===== src/sv/bcs3d_pkg.sv =====
package bcs3d_pkg;

	localparam int COORD_W  = 32;
	localparam int FRAC_W   = 16;
	localparam int SCALE_W  = 32;
	localparam int DIVD_W   = SCALE_W + FRAC_W;
	localparam int FIFO_DEPTH = 2;
	localparam int FIFO_PTR_W = (FIFO_DEPTH > 1) ? $clog2(FIFO_DEPTH) : 1;
	localparam int FIFO_CNT_W = $clog2(FIFO_DEPTH + 1);
	localparam int DIV_CNT_W  = $clog2(DIVD_W + 1);

	localparam int PADDR_W = 3;
	localparam int PDATA_W = 32;
	localparam logic [PADDR_W-3:0] REG_TARGET_EXTENT = '0;

	localparam logic [SCALE_W-1:0] TARGET_RESET = SCALE_W'(72090);
	localparam logic [SCALE_W-1:0] SCALE_ONE    = SCALE_W'(1) << FRAC_W;
	localparam logic [SCALE_W-1:0] SCALE_SAT    = '1;

	typedef struct packed {
		logic signed [COORD_W-1:0] lo_x;
		logic signed [COORD_W-1:0] hi_x;
		logic signed [COORD_W-1:0] lo_y;
		logic signed [COORD_W-1:0] hi_y;
		logic signed [COORD_W-1:0] lo_z;
		logic signed [COORD_W-1:0] hi_z;
	} bounds_t;

	typedef struct packed {
		logic              push;
		bounds_t           data;
	} bounds_push_t;

	typedef struct packed {
		logic              start;
		logic [DIVD_W-1:0] dividend;
		logic [COORD_W-1:0] divisor;
	} div_req_t;

	typedef struct packed {
		logic              done;
		logic [DIVD_W-1:0] quotient;
	} div_rsp_t;

endpackage


===== src/sv/bcs3d_if.sv =====
interface bcs3d_vtx_if;
	import bcs3d_pkg::*;
	logic                      valid;
	logic                      ready;
	logic signed [COORD_W-1:0] coord_x;
	logic signed [COORD_W-1:0] coord_y;
	logic signed [COORD_W-1:0] coord_z;
	logic                      last_point;

	modport source (output valid, coord_x, coord_y, coord_z, last_point, input ready);
	modport sink (input valid, coord_x, coord_y, coord_z, last_point, output ready);
endinterface

interface bcs3d_res_if;
	import bcs3d_pkg::*;
	logic                      valid;
	logic                      ready;
	logic signed [COORD_W-1:0] shift_x;
	logic signed [COORD_W-1:0] shift_y;
	logic signed [COORD_W-1:0] shift_z;
	logic [SCALE_W-1:0]        scale_factor;
	logic [COORD_W-1:0]        largest_extent;

	modport source (output valid, shift_x, shift_y, shift_z, scale_factor, largest_extent,
		input ready);
	modport sink (input valid, shift_x, shift_y, shift_z, scale_factor, largest_extent,
		output ready);
endinterface


===== src/sv/bcs3d_front.sv =====
module bcs3d_front (
	input  logic                   clk,
	input  logic                   arst_n,
	bcs3d_vtx_if.sink              vtx,
	input  logic                   queue_full,
	output bcs3d_pkg::bounds_push_t push
);
	import bcs3d_pkg::*;

	logic signed [COORD_W-1:0] lo_x_q, hi_x_q, lo_y_q, hi_y_q, lo_z_q, hi_z_q;
	logic                      seen_q;
	logic                      take;
	bounds_t                   nxt;

	function automatic logic signed [COORD_W-1:0] pick_lo(input logic seed,
		input logic signed [COORD_W-1:0] v, input logic signed [COORD_W-1:0] cur);
		return (seed || (v < cur)) ? v : cur;
	endfunction

	function automatic logic signed [COORD_W-1:0] pick_hi(input logic seed,
		input logic signed [COORD_W-1:0] v, input logic signed [COORD_W-1:0] cur);
		return (seed || (v > cur)) ? v : cur;
	endfunction

	assign vtx.ready = !queue_full;
	assign take      = vtx.valid && vtx.ready;

	// first vertex of a model seeds both bounds
	always_comb begin
		nxt.lo_x = pick_lo(!seen_q, vtx.coord_x, lo_x_q);
		nxt.hi_x = pick_hi(!seen_q, vtx.coord_x, hi_x_q);
		nxt.lo_y = pick_lo(!seen_q, vtx.coord_y, lo_y_q);
		nxt.hi_y = pick_hi(!seen_q, vtx.coord_y, hi_y_q);
		nxt.lo_z = pick_lo(!seen_q, vtx.coord_z, lo_z_q);
		nxt.hi_z = pick_hi(!seen_q, vtx.coord_z, hi_z_q);
	end

	assign push.push = take && vtx.last_point;
	assign push.data = nxt;

	always_ff @(posedge clk or negedge arst_n) begin
		if (!arst_n) begin
			seen_q <= 1'b0;
		end else if (take) begin
			seen_q <= !vtx.last_point;
		end
	end

	always_ff @(posedge clk) begin
		if (take) begin
			lo_x_q <= nxt.lo_x;
			hi_x_q <= nxt.hi_x;
			lo_y_q <= nxt.lo_y;
			hi_y_q <= nxt.hi_y;
			lo_z_q <= nxt.lo_z;
			hi_z_q <= nxt.hi_z;
		end
	end

endmodule


===== src/sv/bcs3d_fifo.sv =====
module bcs3d_fifo (
	input  logic                   clk,
	input  logic                   arst_n,
	input  bcs3d_pkg::bounds_push_t push,
	input  logic                   pop,
	output logic                   full,
	output logic                   not_empty,
	output bcs3d_pkg::bounds_t     head
);
	import bcs3d_pkg::*;

	bounds_t                mem_q [FIFO_DEPTH];
	logic [FIFO_PTR_W-1:0]  wr_ptr_q, rd_ptr_q;
	logic [FIFO_CNT_W-1:0]  cnt_q;
	logic                   do_push, do_pop;

	assign full      = (cnt_q == FIFO_CNT_W'(FIFO_DEPTH));
	assign not_empty = (cnt_q != '0);
	assign head      = mem_q[rd_ptr_q];
	assign do_push   = push.push && !full;
	assign do_pop    = pop && not_empty;

	function automatic logic [FIFO_PTR_W-1:0] inc(input logic [FIFO_PTR_W-1:0] p);
		return (p == FIFO_PTR_W'(FIFO_DEPTH - 1)) ? '0 : p + 1'b1;
	endfunction

	always_ff @(posedge clk or negedge arst_n) begin
		if (!arst_n) begin
			wr_ptr_q <= '0;
			rd_ptr_q <= '0;
			cnt_q    <= '0;
		end else begin
			if (do_push) wr_ptr_q <= inc(wr_ptr_q);
			if (do_pop) rd_ptr_q <= inc(rd_ptr_q);
			case ({do_push, do_pop})
				2'b10:   cnt_q <= cnt_q + 1'b1;
				2'b01:   cnt_q <= cnt_q - 1'b1;
				default: cnt_q <= cnt_q;
			endcase
		end
	end

	always_ff @(posedge clk) begin
		if (do_push) mem_q[wr_ptr_q] <= push.data;
	end

endmodule


===== src/sv/bcs3d_div.sv =====
module bcs3d_div (
	input  logic                clk,
	input  logic                arst_n,
	input  bcs3d_pkg::div_req_t req,
	output bcs3d_pkg::div_rsp_t rsp
);
	import bcs3d_pkg::*;

	logic [COORD_W-1:0]   rem_q;
	logic [COORD_W-1:0]   dsr_q;
	logic [DIVD_W-1:0]    dvd_q;
	logic [DIVD_W-1:0]    quo_q;
	logic [DIV_CNT_W-1:0] cnt_q;
	logic                 busy_q, done_q;
	logic [COORD_W:0]     part;
	logic [COORD_W:0]     trial;
	logic                 fits;

	// restoring division, one quotient bit a cycle
	assign part  = {rem_q, dvd_q[DIVD_W-1]};
	assign trial = part - {1'b0, dsr_q};
	assign fits  = !trial[COORD_W];

	assign rsp.done     = done_q;
	assign rsp.quotient = quo_q;

	always_ff @(posedge clk or negedge arst_n) begin
		if (!arst_n) begin
			busy_q <= 1'b0;
			done_q <= 1'b0;
			cnt_q  <= '0;
		end else begin
			done_q <= 1'b0;
			if (req.start) begin
				busy_q <= 1'b1;
				cnt_q  <= DIV_CNT_W'(DIVD_W);
			end else if (busy_q) begin
				cnt_q <= cnt_q - 1'b1;
				if (cnt_q == DIV_CNT_W'(1)) begin
					busy_q <= 1'b0;
					done_q <= 1'b1;
				end
			end
		end
	end

	always_ff @(posedge clk) begin
		if (req.start) begin
			rem_q <= '0;
			dsr_q <= req.divisor;
			dvd_q <= req.dividend;
			quo_q <= '0;
		end else if (busy_q) begin
			rem_q <= fits ? trial[COORD_W-1:0] : part[COORD_W-1:0];
			dvd_q <= {dvd_q[DIVD_W-2:0], 1'b0};
			quo_q <= {quo_q[DIVD_W-2:0], fits};
		end
	end

endmodule


===== src/sv/bcs3d_back.sv =====
module bcs3d_back (
	input  logic                 clk,
	input  logic                 arst_n,
	input  logic                 entry_valid,
	input  bcs3d_pkg::bounds_t   entry,
	output logic                 pop,
	input  logic [bcs3d_pkg::SCALE_W-1:0] target_extent,
	output bcs3d_pkg::div_req_t  div_req,
	input  bcs3d_pkg::div_rsp_t  div_rsp,
	bcs3d_res_if.source          res
);
	import bcs3d_pkg::*;

	typedef enum logic [4:0] {
		B_IDLE = 5'b00001,
		B_EXT  = 5'b00010,
		B_MAX  = 5'b00100,
		B_DIV  = 5'b01000,
		B_OUT  = 5'b10000
	} back_state_t;

	back_state_t          state_q;
	logic [COORD_W-1:0]   ex_q, ey_q, ez_q;
	logic [COORD_W-1:0]   big_q;
	logic [SCALE_W-1:0]   tgt_q, scale_q;
	logic [COORD_W-1:0]   sx_q, sy_q, sz_q;
	logic [COORD_W-1:0]   big_xy, big_n;

	function automatic logic [COORD_W-1:0] extent(input logic signed [COORD_W-1:0] lo,
		input logic signed [COORD_W-1:0] hi);
		logic [COORD_W:0] d;
		d = {hi[COORD_W-1], hi} - {lo[COORD_W-1], lo};
		return d[COORD_W-1:0];
	endfunction

	// floor of the negated midpoint, saturated at the largest positive value
	function automatic logic [COORD_W-1:0] center(input logic signed [COORD_W-1:0] lo,
		input logic signed [COORD_W-1:0] hi);
		logic [COORD_W+1:0] sum;
		logic [COORD_W+1:0] neg;
		logic [COORD_W+1:0] half;
		sum  = {{2{lo[COORD_W-1]}}, lo} + {{2{hi[COORD_W-1]}}, hi};
		neg  = -sum;
		half = {neg[COORD_W+1], neg[COORD_W+1:1]};
		if (!half[COORD_W+1] && (half[COORD_W:COORD_W-1] != 2'b00))
			return {1'b0, {(COORD_W-1){1'b1}}};
		return half[COORD_W-1:0];
	endfunction

	assign pop    = (state_q == B_IDLE) && entry_valid;
	assign big_xy = (ex_q > ey_q) ? ex_q : ey_q;
	assign big_n  = (big_xy > ez_q) ? big_xy : ez_q;

	assign div_req.start    = (state_q == B_MAX) && (big_n != '0);
	assign div_req.dividend = {tgt_q, {FRAC_W{1'b0}}};
	assign div_req.divisor  = big_n;

	assign res.valid          = (state_q == B_OUT);
	assign res.shift_x        = sx_q;
	assign res.shift_y        = sy_q;
	assign res.shift_z        = sz_q;
	assign res.scale_factor   = scale_q;
	assign res.largest_extent = big_q;

	always_ff @(posedge clk or negedge arst_n) begin
		if (!arst_n) begin
			state_q <= B_IDLE;
		end else begin
			unique case (state_q)
				B_IDLE: if (entry_valid) state_q <= B_EXT;
				B_EXT:  state_q <= B_MAX;
				B_MAX:  state_q <= (big_n == '0) ? B_OUT : B_DIV;
				B_DIV:  if (div_rsp.done) state_q <= B_OUT;
				B_OUT:  if (res.ready) state_q <= B_IDLE;
				default: state_q <= B_IDLE;
			endcase
		end
	end

	// the queue head is captured at the pop edge
	always_ff @(posedge clk) begin
		if (pop) begin
			ex_q  <= extent(entry.lo_x, entry.hi_x);
			ey_q  <= extent(entry.lo_y, entry.hi_y);
			ez_q  <= extent(entry.lo_z, entry.hi_z);
			sx_q  <= center(entry.lo_x, entry.hi_x);
			sy_q  <= center(entry.lo_y, entry.hi_y);
			sz_q  <= center(entry.lo_z, entry.hi_z);
			tgt_q <= target_extent;
		end
		if (state_q == B_MAX) begin
			big_q <= big_n;
			if (big_n == '0) scale_q <= SCALE_ONE;
		end
		if ((state_q == B_DIV) && div_rsp.done) begin
			scale_q <= (div_rsp.quotient[DIVD_W-1:SCALE_W] != '0) ? SCALE_SAT
				: div_rsp.quotient[SCALE_W-1:0];
		end
	end

endmodule


===== src/sv/bbox_center_scale_3d_top.sv =====
// channel | dir | handshake     | payload
// vtx     | in  | valid / ready | coord_x, coord_y, coord_z, last_point
// res     | out | valid / ready | shift_x, shift_y, shift_z, scale_factor, largest_extent
// apb     | in  | psel/penable  | target_extent at byte address 0
//
// vertices are taken one per cycle while the queue is not full; the bounds fold is a single compare per bound
// a last vertex queues its bounds (two models deep); the vertex port stalls when full
// a result follows its queue pop through the extents and largest states, then a divider
// wait (48 quotient bits and the done cycle)
// zero extent skips the divider, going from the largest state to output; it waits for res.ready
// arst_n clears control state and sets target_extent to 1.1
module bbox_center_scale_3d_top (
	input  logic                             clk,
	input  logic                             arst_n,
	input  logic                             psel,
	input  logic                             penable,
	input  logic                             pwrite,
	input  logic [bcs3d_pkg::PADDR_W-1:0]    paddr,
	input  logic [bcs3d_pkg::PDATA_W-1:0]    pwdata,
	output logic [bcs3d_pkg::PDATA_W-1:0]    prdata,
	output logic                             pready,
	bcs3d_vtx_if.sink                        vtx,
	bcs3d_res_if.source                      res
);
	import bcs3d_pkg::*;

	logic [SCALE_W-1:0] target_q;
	logic               reg_hit;
	bounds_push_t       push;
	bounds_t            head;
	logic               full, not_empty, pop;
	div_req_t           div_req;
	div_rsp_t           div_rsp;

	assign pready  = 1'b1;
	assign reg_hit = (paddr[PADDR_W-1:2] == REG_TARGET_EXTENT);
	assign prdata  = reg_hit ? PDATA_W'(target_q) : '0;

	always_ff @(posedge clk or negedge arst_n) begin
		if (!arst_n) begin
			target_q <= TARGET_RESET;
		end else if (psel && penable && pwrite && reg_hit) begin
			target_q <= pwdata[SCALE_W-1:0];
		end
	end

	bcs3d_front u_front (
		.clk        (clk),
		.arst_n     (arst_n),
		.vtx        (vtx),
		.queue_full (full),
		.push       (push)
	);

	bcs3d_fifo u_fifo (
		.clk       (clk),
		.arst_n    (arst_n),
		.push      (push),
		.pop       (pop),
		.full      (full),
		.not_empty (not_empty),
		.head      (head)
	);

	bcs3d_div u_div (
		.clk    (clk),
		.arst_n (arst_n),
		.req    (div_req),
		.rsp    (div_rsp)
	);

	bcs3d_back u_back (
		.clk           (clk),
		.arst_n        (arst_n),
		.entry_valid   (not_empty),
		.entry         (head),
		.pop           (pop),
		.target_extent (target_q),
		.div_req       (div_req),
		.div_rsp       (div_rsp),
		.res           (res)
	);

endmodule


===== src/flat_wrapper.sv =====
// flat-port wrapper written by rule: the top's interface ports become plain ports
module bbox_center_scale_3d_top_flat import bcs3d_pkg::*;
  (clk, arst_n, psel, penable, pwrite, paddr, pwdata, prdata, pready, vtx_valid, vtx_coord_x, vtx_coord_y, vtx_coord_z, vtx_last_point, vtx_ready, res_valid, res_shift_x, res_shift_y, res_shift_z, res_scale_factor, res_largest_extent, res_ready);
  bcs3d_vtx_if vtx_i ();
  bcs3d_res_if res_i ();
  input  logic clk;
  input  logic arst_n;
  input  logic psel;
  input  logic penable;
  input  logic pwrite;
  input  logic [bcs3d_pkg::PADDR_W-1:0] paddr;
  input  logic [bcs3d_pkg::PDATA_W-1:0] pwdata;
  output logic [bcs3d_pkg::PDATA_W-1:0] prdata;
  output logic pready;
  input wire logic [$bits(vtx_i.valid)-1:0] vtx_valid;
  input wire logic [$bits(vtx_i.coord_x)-1:0] vtx_coord_x;
  input wire logic [$bits(vtx_i.coord_y)-1:0] vtx_coord_y;
  input wire logic [$bits(vtx_i.coord_z)-1:0] vtx_coord_z;
  input wire logic [$bits(vtx_i.last_point)-1:0] vtx_last_point;
  output wire logic [$bits(vtx_i.ready)-1:0] vtx_ready;
  output wire logic [$bits(res_i.valid)-1:0] res_valid;
  output wire logic [$bits(res_i.shift_x)-1:0] res_shift_x;
  output wire logic [$bits(res_i.shift_y)-1:0] res_shift_y;
  output wire logic [$bits(res_i.shift_z)-1:0] res_shift_z;
  output wire logic [$bits(res_i.scale_factor)-1:0] res_scale_factor;
  output wire logic [$bits(res_i.largest_extent)-1:0] res_largest_extent;
  input wire logic [$bits(res_i.ready)-1:0] res_ready;
  assign vtx_i.valid = vtx_valid;
  assign vtx_i.coord_x = vtx_coord_x;
  assign vtx_i.coord_y = vtx_coord_y;
  assign vtx_i.coord_z = vtx_coord_z;
  assign vtx_i.last_point = vtx_last_point;
  assign vtx_ready = vtx_i.ready;
  assign res_valid = res_i.valid;
  assign res_shift_x = res_i.shift_x;
  assign res_shift_y = res_i.shift_y;
  assign res_shift_z = res_i.shift_z;
  assign res_scale_factor = res_i.scale_factor;
  assign res_largest_extent = res_i.largest_extent;
  assign res_i.ready = res_ready;
  bbox_center_scale_3d_top u_core (.clk(clk), .arst_n(arst_n), .psel(psel), .penable(penable), .pwrite(pwrite), .paddr(paddr), .pwdata(pwdata), .prdata(prdata), .pready(pready), .vtx(vtx_i), .res(res_i));
endmodule

===== config.mk =====
export PLATFORM = sky130hd
export DESIGN_NAME = bbox_center_scale_3d_top_flat
export DESIGN_NICKNAME = d
export VERILOG_FILES = /design/src/sv/bcs3d_pkg.sv /design/src/sv/bcs3d_if.sv /design/src/sv/bcs3d_front.sv /design/src/sv/bcs3d_fifo.sv /design/src/sv/bcs3d_div.sv /design/src/sv/bcs3d_back.sv /design/src/sv/bbox_center_scale_3d_top.sv /design/src/flat_wrapper.sv
export SDC_FILE = /design/constraint.sdc
export NUM_CORES = 2
export LEC_CHECK = 0
export ABC_AREA = 1
export BUFFER_PORTS_ARGS = -buffer_cell sky130_fd_sc_hd__buf_2
export CAP_MARGIN = 20
export CORE_ASPECT_RATIO = 1.25
export CORE_MARGIN = 2
export CORE_UTILIZATION = 30
export DETAILED_ROUTE_END_ITERATION = 7
export GPL_TIMING_DRIVEN = 0
export PLACE_DENSITY = 0.44
export SKIP_CTS_REPAIR_TIMING = 1
export SLEW_MARGIN = 10
export SYNTH_ARGS = -nofsm -noshare
export SYNTH_HDL_FRONTEND = slang
export SYNTH_SLANG_ARGS = --single-unit

===== constraint.sdc =====
create_clock -name clk -period 15.1 [get_ports clk]
set_clock_uncertainty 0.15 [all_clocks]
set_input_delay 0.755 -clock clk [delete_from_list [all_inputs] [get_ports clk]]
set_output_delay 0.755 -clock clk [all_outputs]
set_load 0.1 [all_outputs]

# Yosys cells after proc, flatten, opt, wreduce, memory -nomap -nowiden
# Memories as Yosys holds them, arrays and structs flattened.
# Index checks and enable logic that the tools add are counted.
# W data, S select, Z words.
totals:
  reg_bits: 674
  latchBits: 0
  memories: 1
  output_inout_bits: 195
  rom_bits: 0
  ramBits: 384
memory_table:
  columns: ["memory", "words", "width", "read_ports", "rd_clocked_by_memory_dff", "wr", "line", "text"]
  rows:
  - ["u_core.u_fifo.mem_q", 2, 192, 1, 0, 1, "bcs3d_fifo.sv:12", "bounds_t mem_q [FIFO_DEPTH];"]
classes:
  shift: 0
  div_mod_pow: 0
  n_mux: 46
  n_lt_le_gt_ge: 8
  n_reduce_logical: 39
  n_addsub: 15
  bitwise_logic: 1
  mul: 0
  n_eq_ne: 12
ops:
  columns: ["op", "count"]
  rows:
  - ["$mux W32", 20]
  - ["$gt A32 B32 Y1", 5]
  - ["$neg A34 Y34", 3]
  - ["$add A32 B32 Y33", 3]
  - ["$lt A32 B32 Y1", 3]
  - ["$mux W48", 2]
  - ["$sub A32 B32 Y32", 3]
  - ["$sub A33 B32 Y33", 1]
  - ["$logic_not A32 Y1", 1]
  - ["$reduce_bool A32 Y1", 1]
  - ["$pmux W5 S5", 1]
  - ["$mux W5", 4]
  - ["$mux W1", 16]
  - ["$reduce_bool A16 Y1", 1]
  - ["$reduce_bool A2 Y1", 8]
  - ["$logic_and A1 B1 Y1", 13]
  - ["$mux W6", 2]
  - ["$logic_not A1 Y1", 7]
  - ["$eq A6 B1 Y1 const B", 1]
  - ["$logic_or A1 B1 Y1", 6]
  - ["$sub A6 B1 Y6 const B", 1]
  - ["$eq A5 B1 Y1 const B", 1]
  - ["$eq A5 B2 Y1 const B", 1]
  - ["$eq A5 B3 Y1 const B", 1]
  - ["other kinds (13)", 16]

# Depth between registers and ports, before layout
depth:
  depth_word: 8
  mapped_depth: 43
  mapped_depth_nobuf: 39

# Cells and area by module
# Synthesis repeated with hierarchy kept, for this count alone.
unflattened:
  hier_cells: 7945
  area_unflattened_um2: 66216.0
by_module_without_submodules:
  columns: ["module", "n_inst", "area_per_inst_um2", "cells_per_inst", "seq_area_each_um2"]
  rows:
  - ["bcs3d_back", 1, 27511.4, 3800, 8774.7]
  - ["bcs3d_fifo", 1, 14296.2, 1035, 11631.2]
  - ["bcs3d_front", 1, 13817.0, 1677, 5790.6]
  - ["bcs3d_div", 1, 8994.9, 1221, 4204.0]
  - ["bbox_center_scale_3d_top", 1, 1596.5, 212, 810.8]

# Least setup slack after synthesis
# OpenSTA, ideal clock, no wires.
synth_timing:
  path_type: "register to register"
  startpoint: "reg u_core.u_fifo.cnt_q[0]"
  endpoint: "mem u_core.u_fifo.mem_q[1][0] (netlist name) (enable)"
  setup_ps: 746
  n_path_buf: 0
  arrival_time_ps: 13952
  path_stages_with_launch: 7
  slack_ps: 252
  cell_sequence: "dfrtp_1 > inv_1 > nand2_1 > nand2_1 > inv_1 > nand2_1 > nor2_1"
synth_via:
  elab_chain_cells: 7
synth_rtl:
  columns: ["item", "line", "text"]
  rows:
  - ["start: declaration", "bcs3d_fifo.sv:14", "logic [FIFO_CNT_W-1:0] cnt_q;"]
  - ["start signal: assignment", "bcs3d_fifo.sv:36", "2'b10: cnt_q <= cnt_q + 1'b1;"]
  - ["start signal: assignment", "bcs3d_fifo.sv:37", "2'b01: cnt_q <= cnt_q - 1'b1;"]
  - ["start signal: assignment", "bcs3d_fifo.sv:38", "default: cnt_q <= cnt_q;"]
  - ["$eq A2 B2 Y1", "bcs3d_fifo.sv:17", "assign full = (cnt_q == FIFO_CNT_W'(FIFO_DEPTH));"]
  - ["$logic_not A1 Y1", "bcs3d_front.sv:25", "assign vtx.ready = !queue_full;"]
  - ["net vtx_ready", "flat_wrapper.sv:20", "output wire logic [$bits(vtx_i.ready)-1:0] vtx_ready;"]
  - ["$logic_and A1 B1 Y1", "bcs3d_front.sv:26", "assign take = vtx.valid && vtx.ready;"]
  - ["net u_core.u_front.take", "bcs3d_front.sv:12", "logic take;"]
  - ["$logic_and A1 B1 Y1", "bcs3d_front.sv:38", "assign push.push = take && vtx.last_point;"]
  - ["$logic_and A1 B1 Y1", "bcs3d_fifo.sv:20", "assign do_push = push.push && !full;"]
  - ["$mux W1", "bcs3d_fifo.sv:44", "if (do_push) mem_q[wr_ptr_q] <= push.data;"]
  - ["$mux W1 (implied by the code)", "bcs3d_fifo.sv:44", null]
  - ["end: declaration", "bcs3d_fifo.sv:12", null]
# The timed path passes the listed nets, and every way through them passes these cells.

# Final worst setup path
layout_timing:
  startpoint: "reg u_core.u_back.ey_q[15]"
  endpoint: "reg u_core.u_div.dvd_q[33] (enable)"
layout_via:
  elab_chain_cells: 7
layout_rtl:
  columns: ["item", "line", "text"]
  rows:
  - ["start: declaration", "bcs3d_back.sv:23", "logic [COORD_W-1:0] ex_q, ey_q, ez_q;"]
  - ["start signal: assignment", "bcs3d_back.sv:84", "ey_q <= extent(entry.lo_y, entry.hi_y);"]
  - ["$gt A32 B32 Y1", "bcs3d_back.sv:51", "assign big_xy = (ex_q > ey_q) ? ex_q : ey_q;"]
  - ["$mux W32 *", "bcs3d_back.sv:51", null]
  - ["$gt A32 B32 Y1", "bcs3d_back.sv:52", "assign big_n = (big_xy > ez_q) ? big_xy : ez_q;"]
  - ["$mux W32 *", "bcs3d_back.sv:52", null]
  - ["$reduce_bool A32 Y1 *", "bcs3d_back.sv:54", "assign div_req.start = (state_q == B_MAX) && (big_n != '0);"]
  - ["$logic_and A1 B1 Y1 *", "bcs3d_back.sv:54", null]
  - ["$reduce_bool A2 Y1 (no line) *", null, null]
  - ["end signal: assignment", "bcs3d_div.sv:51", "dvd_q <= req.dividend;"]
  - ["end signal: assignment", "bcs3d_div.sv:55", "dvd_q <= {dvd_q[DIVD_W-2:0], 1'b0};"]
  - ["end: declaration", "bcs3d_div.sv:11", "logic [DIVD_W-1:0] dvd_q;"]
# Mark *: on every way between the ends. The rest lies on a longest branch, timed or not.
# A chain may end at the register's enable or synchronous reset.

==> results.py <==
metrics = {
    "global_route": {
        "grt.overflow.total": 0,
        "grt_antenna_before_repair": 25,
        "grt_usage": 0.190,
        "grt_pass1_vias": 49500,
        "grt_max_degree": 95,
        "grt_pass1_wl_mm": 308,
    },
    "place": {
        "portBuffers": 329,
        "gp_congestion": 0.936,
        "placed_area_um2": 68900,
        "dpl.hpwl_mm": 165,
    },
    "floorplan": {
        "die_w_um": 414,
        "num_rows": 188,
        "start_util": 0.301,
        "die-area_um2": 214000,
        "io_pins": 334,
        "die_h_um": 517,
        "core-area_um2": 209000,
    },
    "cts": {
        "numCtsBuffers": 118,
        "cts_tree": "built",
        "cts_sinks": 1058,
        "cts-root-buf": "clkbuf_16",
        "cts_buffer_depth": 3,
        "cts_htree_levels": 3,
        "clk_pin_slew_ns": 0.06,
        "clock_latency_ns": 0.83,
    },
    "timing": {
        "slew_headroom": 0.295,
        "setup-violations-final": 0,
        "slew_viol_final": 0,
        "min_period_over_period": 0.477,
        "rsz0062_at_grt": "false",
        "max_freq_mhz": 139,
        "finalCriticalPeriod_ns": 7.20,
        "hold_violations": 0,
        "tightest_slew_ns": 1.06,
    },
    "finish": {
        "top_register": "u_core.u_fifo.mem_q",
        "nets": 8201,
        "largest_reg_flops": 384,
        "top_regs": "u_core.u_fifo.mem_q x384, u_core.u_div.quo_q x48",
        "fin_area_um2": 73000,
        "synthToLayoutAreaGrowth_pct": 15.7,
        "layout-drive-gt1-share": 0.103,
    },
    "detailed_routing": {
        "routed-via-count": 49200,
        "first_pass_iters": 8,
        "drc": 0,
        "drt-total-wl_mm": 207,
        "vias_per_cell": 4.72,
        "ant_nets": 0,
        "wl_per_cell_um": 19.8,
        "drt_iter0_markers": 3189,
    },
    "setup_path": {
        "max_stage_delay_ns": 0.58,
        "critPathMaxFanout": 32,
        "critPathBufInv": 6,
        "critPathArrivalTime_ns": 7.34,
        "timing_worst_setup_path_type": "flip-flop to flip-flop",
        "critPathTopFamily": "simple AND/OR/NAND/NOR gates",
        "cpMaxStageDelayCell": "clkbuf_1",
        "timing.reg2reg.setup_slack_ns": 7.90,
        "required_ns": 15.25,
        "startpoint_type": "flip-flop",
        "crit_path_frequent_cell": "nand2_1",
        "cp-end-kind": "flip-flop",
    },
    "yosys": {
        "syn_area_um2": 63000,
        "netlist.area_leader.share": 0.442,
        "synth_nets": 7718,
        "yosys_warnings": 0,
        "ys_async_sr_fraction": 0.0473,
        "synth_edf_count": 928,
        "synth.area.top_cells": "edfxtp_1 44%, ha_1 9.5%, nand2_1 8.8%",
        "syn_area_per_cell_um2": 8.89,
        "synth_seq_area_share": 0.487,
        "ys_ff_latch": 1058,
        "synthFlopType": "edfxtp_1",
        "synth_cell_types": 63,
        "netlist_instances": 7092,
        "yosysTopAreaCell": "edfxtp_1",
    },
    "worst_hold_path": {
        "hp-class": "input port to flip-flop",
    },
    "run_status": {
        "status": "completed",
    },
    "job": {
        "cap_violations": 0,
    },
}
## cell type report
class                   count  area, um2
multi-input cells        4640      26900
clock inverters            75        930
clock buffers             148       3150
inverters                1173       4410
flip-flops and latches   1058      30700
plain buffers             221       1020
repair buffers            363       2350
well taps                2755       3450
diodes                      3       7.51
fillers                 21800     136000
## layer usage
metal	wire length, um	track usage	vias to the layer above
met3	9580	0.0300	250
met4	5830	0.0570	32
met2	98800	0.328	1103
met5	190	0	-
met1	92500	0.243	23400
li1	-	-	24500
## cells in the final DEF, fill, tap and decap left out, drive strengths merged, types with 9 or more instances in the layout
master	instances
nor4	28
mux2	96
a21boi	17
nor2	632
a21o	21
clkinv	43
edfxtp	928
o211ai	27
nand4	78
o21a	19
mux2i	32
ha	480
a21oi	432
o21ai	469
dfstp	9
xor2	222
nor3	70
clkbuf	302
o21bai	39
dfxtp	80
nand3	329
a221oi	11
nand2	1486
bufinv	14
and2	9
dfrtp	41
xnor2	51
clkinvlp	10
buf	429
inv	1181
a31oi	29
nand3b	11
## kinds of logic after synthesis
kind of cell / after synthesis / synth area share
flip-flops: 1058 / 0.487
AO/OA/AOI/OAI: 1089 / 0.0941
buffers and inverters: 1394 / 0.0860
multiplexers: 128 / 0.0222
XOR/XNOR: 273 / 0.0380
AND/OR/NAND/NOR: 2662 / 0.175
adder cells (fa/ha/maj): 487 / 0.0975
other: 1 / 0.0000595
## final timing paths
check                                        from                        to  cells past startpoint
setup / recovery           u_core.u_back.ey_q[15]    u_core.u_div.dvd_q[33]                     31
hold / removal                          pwdata[3]        u_core.target_q[3]                      3
setup reg to reg           u_core.u_back.ey_q[15]    u_core.u_div.dvd_q[33]                     31
hold reg to reg               u_core.u_div.done_q  u_core.u_back.state_q[3]                      1
max in group asynchronous                  arst_n       u_core.target_q[22]                      2
min in group asynchronous                  arst_n    u_core.u_fifo.wr_ptr_q                      2
## Yosys cell counts (8+ instances only)
master       n
xor2_1     221
nand4_1     78
o21bai_1    38
inv_1     1165
buf_2       41
mux2i_1     32
a21oi_1    429
and2_1       8
clkbuf_1   152
edfxtp_1   928
nor2_2      43
dfstp_2      9
nor3_1      67
nand3b_1    11
dfrtp_1     41
nand2_1   1483
nand3_1    329
a21boi_0    15
nor4_1      28
mux2_2      96
xnor2_1     51
o21ai_1     14
ha_1       480
a221oi_1    11
a31oi_1     29
o211ai_1    27
buf_4       17
o21a_1      19
o21ai_0    455
a21o_1      21
nor2_1     589
dfxtp_1     80
## through the flow
step / setup slack, ns / util / hold WS (ns) / TNS [ns] / instances
2_1_floorplan: 0.252 / - / 0.274 / 0 / 7092
3_3_place_gp: -12.07 / 0.325 / 0.278 / -5548.53 / 10200
3_5_place_dp: 7.78 / 0.329 / 0.286 / 0 / 10200
4_1_cts: 7.76 / 0.348 / -0.192 / 0 / 10400
5_1_grt: 7.18 / 0.349 / 0.0765 / 0 / 10400
6_report: 7.90 / 0.349 / 0.0671 / 0 / 10400
## worst register-to-register path: cells and delay by family (launching register included)
family          cells  cell delay, ns
simple gates       19            3.46
compound gates      4            0.61
flops               1            0.47
fa+ha+maj           2            0.38
buf+inv             6            1.62
Power is not shown: default switching activity piles up to over one toggle a cycle in this logic, so the estimate is an artifact.
